### config.mk
export PLATFORM = sky130hd
export DESIGN_NAME = cba_ctrl
export DESIGN_NICKNAME = d
export VERILOG_FILES = /design/src/sv/cba_pkg.sv /design/src/sv/cba_ctrl.sv
export SDC_FILE = /design/constraint.sdc
export NUM_CORES = 1
export LEC_CHECK = 0
export ABC_CLOCK_PERIOD_IN_PS = 2400
export BUFFER_PORTS_ARGS = -buffer_cell sky130_fd_sc_hd__buf_2
export CAP_MARGIN = 20
export CORE_AREA = 2 2 39 41
export CTS_CLUSTER_SIZE = 30
export DETAILED_ROUTE_END_ITERATION = 8
export DIE_AREA = 0 0 41 43
export GPL_TIMING_DRIVEN = 0
export PLACE_DENSITY = 0.62
export SLEW_MARGIN = 20
export SYNTH_ARGS = -nofsm -noshare
export SYNTH_HDL_FRONTEND = slang
export SYNTH_SLANG_ARGS = --single-unit
### constraint.sdc
create_clock -name clk_i -period 2.4 [get_ports clk_i]
set_input_delay 0.24 -clock clk_i [delete_from_list [all_inputs] [get_ports clk_i]]
set_output_delay 0.24 -clock clk_i [all_outputs]
set_load 0.005 [all_outputs]
### src/sv/cba_pkg.sv
// ----------------------------------------------------------------------------
// cba_pkg
// Shared types and constants for the committee block assignment engine.
// ----------------------------------------------------------------------------
package cba_pkg;

  localparam int unsigned MAX_CANDIDATES = 16;
  localparam int unsigned MAX_VOTERS     = 64;
  localparam int unsigned MAX_COMMITTEE  = 8;

  localparam int unsigned CAND_W  = 4;
  localparam int unsigned VOTER_W = 6;
  localparam int unsigned SLOT_W  = 3;
  localparam int unsigned RANK_W  = 5;
  localparam int unsigned COST_W  = 10;
  localparam int unsigned NC_W    = 5;
  localparam int unsigned NV_W    = 7;
  localparam int unsigned K_W     = 4;
  localparam int unsigned CFG_W   = 7;
  localparam int unsigned CFG_A_W = 2;
  localparam int unsigned RANK_A_W = CAND_W + VOTER_W;
  localparam int unsigned TAB_A_W  = CAND_W + SLOT_W;

  localparam logic [COST_W-1:0] COST_MAX = 10'd1023;

  typedef enum logic {
    OP_LOAD  = 1'b0,
    OP_SOLVE = 1'b1
  } op_e;

  typedef enum logic [CFG_A_W-1:0] {
    CFG_NUM_CAND   = 2'd0,
    CFG_NUM_VOTERS = 2'd1,
    CFG_COMMITTEE  = 2'd2
  } cfg_reg_e;

  typedef enum logic [1:0] {
    MARK_UNSET = 2'd0,
    MARK_TAKE  = 2'd1,
    MARK_SKIP  = 2'd2,
    MARK_DIAG  = 2'd3
  } mark_e;

  typedef enum logic [4:0] {
    S_IDLE, S_ERR, S_DIV, S_RA, S_RB, S_CMP, S_SWR,
    S_OA, S_RK, S_ACC, S_PREV, S_WR, S_TBI, S_TBR, S_TBC, S_EMIT
  } state_e;

  typedef enum logic [4:0] {
    ST_NONE, ST_LOAD, ST_INIT, ST_DIV, ST_RA, ST_RB, ST_CMP, ST_SWR,
    ST_OA, ST_RK, ST_ACC, ST_PREV, ST_WR, ST_TBI, ST_TBR, ST_TBC,
    ST_EMIT, ST_ERR
  } step_e;

  typedef struct packed {
    step_e step;
  } cmd_t;

  typedef struct packed {
    logic bad_cfg;
    logic div_done;
    logic cmp_done;
    logic b_last;
    logic a_last;
    logic t_last;
    logic i_last;
    logic j_last;
    logic tb_skip;
    logic j_zero;
    logic out_free;
  } sts_t;

endpackage

### src/sv/cba_ctrl.sv
// ----------------------------------------------------------------------------
// cba_ctrl
// Sequencer for load, block size, sort, cost table, traceback, result and error phases.
// ----------------------------------------------------------------------------
module cba_ctrl (
  input  logic          clk_i,
  input  logic          rst_ni,
  input  logic          in_valid_i,
  input  logic          op_i,
  output logic          in_stall_o,
  input  cba_pkg::sts_t sts_i,
  output cba_pkg::cmd_t cmd_o
);

  cba_pkg::state_e state_q, state_d;
  logic            accept;

  always_ff @(posedge clk_i or negedge rst_ni) begin
    if (!rst_ni) begin
      state_q <= cba_pkg::S_IDLE;
    end else begin
      state_q <= state_d;
    end
  end

  assign in_stall_o = (state_q != cba_pkg::S_IDLE);
  assign accept     = in_valid_i && !in_stall_o;

  always_comb begin
    state_d    = state_q;
    cmd_o.step = cba_pkg::ST_NONE;
    unique case (state_q)
      cba_pkg::S_IDLE: begin
        if (accept) begin
          if (op_i == cba_pkg::OP_LOAD) begin
            cmd_o.step = cba_pkg::ST_LOAD;
          end else if (sts_i.bad_cfg) begin
            state_d = cba_pkg::S_ERR;
          end else begin
            cmd_o.step = cba_pkg::ST_INIT;
            state_d    = cba_pkg::S_DIV;
          end
        end
      end
      cba_pkg::S_ERR: begin
        if (sts_i.out_free) begin
          cmd_o.step = cba_pkg::ST_ERR;
          state_d    = cba_pkg::S_IDLE;
        end
      end
      cba_pkg::S_DIV: begin
        cmd_o.step = cba_pkg::ST_DIV;
        if (sts_i.div_done) state_d = cba_pkg::S_RA;
      end
      cba_pkg::S_RA: begin
        cmd_o.step = cba_pkg::ST_RA;
        state_d    = cba_pkg::S_RB;
      end
      cba_pkg::S_RB: begin
        cmd_o.step = cba_pkg::ST_RB;
        state_d    = cba_pkg::S_CMP;
      end
      cba_pkg::S_CMP: begin
        cmd_o.step = cba_pkg::ST_CMP;
        state_d    = (sts_i.cmp_done && sts_i.b_last) ? cba_pkg::S_SWR : cba_pkg::S_RA;
      end
      cba_pkg::S_SWR: begin
        cmd_o.step = cba_pkg::ST_SWR;
        state_d    = sts_i.a_last ? cba_pkg::S_OA : cba_pkg::S_RA;
      end
      cba_pkg::S_OA: begin
        cmd_o.step = cba_pkg::ST_OA;
        state_d    = cba_pkg::S_RK;
      end
      cba_pkg::S_RK: begin
        cmd_o.step = cba_pkg::ST_RK;
        state_d    = cba_pkg::S_ACC;
      end
      cba_pkg::S_ACC: begin
        cmd_o.step = cba_pkg::ST_ACC;
        state_d    = sts_i.t_last ? cba_pkg::S_PREV : cba_pkg::S_OA;
      end
      cba_pkg::S_PREV: begin
        cmd_o.step = cba_pkg::ST_PREV;
        state_d    = cba_pkg::S_WR;
      end
      cba_pkg::S_WR: begin
        cmd_o.step = cba_pkg::ST_WR;
        state_d    = (sts_i.i_last && sts_i.j_last) ? cba_pkg::S_TBI : cba_pkg::S_OA;
      end
      cba_pkg::S_TBI: begin
        cmd_o.step = cba_pkg::ST_TBI;
        state_d    = cba_pkg::S_TBR;
      end
      cba_pkg::S_TBR: begin
        cmd_o.step = cba_pkg::ST_TBR;
        state_d    = cba_pkg::S_TBC;
      end
      cba_pkg::S_TBC: begin
        cmd_o.step = cba_pkg::ST_TBC;
        state_d    = (!sts_i.tb_skip && sts_i.j_zero) ? cba_pkg::S_EMIT : cba_pkg::S_TBR;
      end
      cba_pkg::S_EMIT: begin
        if (sts_i.out_free) begin
          cmd_o.step = cba_pkg::ST_EMIT;
          if (sts_i.j_last) state_d = cba_pkg::S_IDLE;
        end
      end
      default: state_d = cba_pkg::S_IDLE;
    endcase
  end

endmodule

==> metrics.yaml <==
reg_top3: "state_q: 4 flops"
required_ns: 2.16
dp_slack_ns: 0.841
synth_xor_area_share_pct: 3.53
grt_pass1_wl_um: 2080
p_leak_nw: 0.315
fillCellCount: 145
path_delay_family: "flip-flops"
netlist_instances: 70
cts.repair.resized: 0
synth_mux_area_share_pct: 4.03
netlist_area_um2: 497
initial_utilization_pct: 35.9
cp.depth: 5
fin_skew_ns: 0.00162
top_register: "state_q"
drv_slew: 0
start_kind: "flop"
cts_buffers: 3
postPlaceCellArea_um2: 617
final_common_cell: "buf_2"
clk_path_buf_depth: 2
clk_pin_slew_worst_paths_ns: 0.03
grt_use_total_pct: 17.0
hp-class: "primary input to asynchronous set/reset pin"
ant_nets: 0
yosysSeqAreaShare_pct: 20.2
grt_pass1_vias: 521
finalSetupTns_ns: 0
worstPathCellList: "buf_2, nor3_2, a31oi_1, o22ai_1, buf_2"
io_buffers: 20
fin_nets: 111
die_w_um: 41
htreeDepth: 1
tightest_slew_ns: 0.410
max_stage_delay_ns: 0.41
synth-adder-area-share_pct: 0
powerDensity_mw_per_mm2: 1110
clock_latency_ns: 0.23
gp_congestion: 0.830
cts_tree: "done"
relSlewSlack_pct: 72.7
drive_above_1_share_pct: 31.9
drtPass1Iterations: 4
synth_warnings: 0
arrival_ns: 1.48
grt_overflow: 0
syn2layout_area_growth_pct: 30.7
io_pins: 21
synth_compound_area_share_pct: 34.3
largest_reg_flops: 4
fp.dieH_um: 43
dr.first_iter.drc_count: 18
worst_slack_ns: 0.684
routed_wl_um: 1300
grt_max_degree: 11
dp_hpwl_um: 1000
peakVddDrop_v: 0.000523
setup_violations: 0
crit_top_cell: "buf_2"
ys_types: 33
path_max_fanout: 10
fp.coreArea_mm2: 0.00138
via_per_inst: 5.59
route.detailed.drc: 0
fin_hold_ws_ns: 0.347
synth_top_family_by_area: "compound AO/OA/AOI/OAI gates"
crit_buf_inv: 2
wl_per_cell_um: 11.8
cts_setup_buffers: 0
cts-root-buf: "clkbuf_4"
synth_area_per_cell_um2: 7.10
core.rowCount: 14
endpoint_kind: "output pin"
r2r_cells: 5
die_area_mm2: 0.00176
crit_type: "flop to output pin"
synth_nets: 85
crit_slowest_cell: "dfrtp_1"
finalInstanceArea_um2: 649
min_period_ns: 1.72
num_antenna_cells: 0
outcome: "completed"
rsz0062_at_grt: "false"
cap_violations: 0
instances_no_fill: 110
yosys.area_share.simple_pct: 28.5
hold_violations: 0
placedCellCount: 106
fin_crit_sh_pct: 71.5
antenna_found_initial: 0
layout_common_cells: "22 x buf_2, 7 x nand2_1, 7 x a21oi_1, 6 x nor2_1, 4 x dfrtp_1"
fmax_mhz: 583
clock_sinks: 4
via_count: 615
synth_seq_cells: 4
## path summary, 6_finish.rpt
| path | start | slack [ns] | end |
|---|---|---|---|
| worst min register to register | state_q[0]$_DFFE_PN0P_ | 0.75 | state_q[0]$_DFFE_PN0P_ |
| min in group clk_i | sts_i[6] | 0.35 | state_q[2]$_DFFE_PN0P_ |
| worst min-delay path | rst_ni | 0.35 | state_q[1]$_DFFE_PN0P_ |
| worst max register to register | state_q[2]$_DFFE_PN0P_ | 0.84 | state_q[1]$_DFFE_PN0P_ |
| max in group asynchronous | rst_ni | 1.94 | state_q[3]$_DFFE_PN0P_ |
| worst max-delay path | state_q[2]$_DFFE_PN0P_ | 0.68 | cmd_o[1] |
## cell usage after synthesis (all sizes together)
master	n	area [um2]
nand2	8	32.5
a21oi	7	35.0
nor2	6	22.5
buf	4	28.8
dfrtp	4	100
inv	4	15.0
o21ai	4	20.0
nand3	3	15.0
nor2b	3	18.8
o22ai	3	18.8
a211o	2	17.5
a31oi	2	12.5
mux2i	2	20.0
o211ai	2	15.0
or4	2	15.0
xnor2	2	17.5
a221oi	1	8.76
a22oi	1	7.51
a2bb2oi	1	8.76
a32oi	1	8.76
and3b	1	8.76
clkbuf	1	3.75
nand2b	1	6.26
nor3	1	10.0
o22a	1	8.76
o32ai	1	8.76
or2	1	6.26
or3	1	6.26
## power by group
| part | total [mW] | internal, mW | leakage [nW] | switching (mW) |
|---|---|---|---|---|
| logic | 0.526 | 0.237 | 0.249 | 0.289 |
| clock network | 0.0787 | 0.0556 | 0.0138 | 0.0230 |
| registers | 0.117 | 0.0959 | 0.0525 | 0.0216 |
| total | 0.722 | 0.389 | 0.315 | 0.333 |
## layer usage
layer | wire [um] | part of all wire (%) | GRT usage (%)
met5 | 0 | 0 | 0
met3 | 71 | 5.4 | 6.28
met2 | 651 | 50 | 26.9
met1 | 580 | 45 | 20.8
met4 | 0 | 0 | 4.67
## cell families (layout without fill, tap and decap cells)
family	Yosys count	in the layout
simple gates	27	27
compound gates	26	26
buf+inv	9	33
flops	4	4
xor+xnor	2	2
mux	2	2
## worst reg2reg max path: cells and delay by family (launching register included)
| family | cells | cell delay [ns] |
|---|---|---|
| and+or+nand+nor | 1 | 0.24 |
| AOI/OAI and AO/OA | 2 | 0.47 |
| muxes | 1 | 0.11 |
| buffers and inverters | 1 | 0.21 |
| DFF | 1 | 0.41 |
## through the flow
step | power (mW) | utilization (%)
finish | 0.722 | 46.9
global route | 0.792 | 46.9
CTS | 0.723 | 46.9
detailed placement | 0.638 | 44.6
global placement | 0.643 | 44.6
floorplan | 0.496 | -
## final cells by class
cell class | count | area, um2 | share of cell area (%)
buffer | 5 | 32.5 | 5.01
clock buffer | 3 | 22.5 | 3.47
inverter | 4 | 15.0 | 2.31
multi-input combinational | 57 | 349 | 53.8
sequential | 4 | 100 | 15.4
tap | 16 | 20.0 | 3.08
timing repair buffer | 21 | 110 | 17.0
## what timing repair did
action | in CTS | in global routing
endpoints found under the setup margin | 0 | 0
hold buffers | 1 | 0
hold endpoints to repair | 4 | 0
No activity file was read; power rests on OpenSTA's default activity.
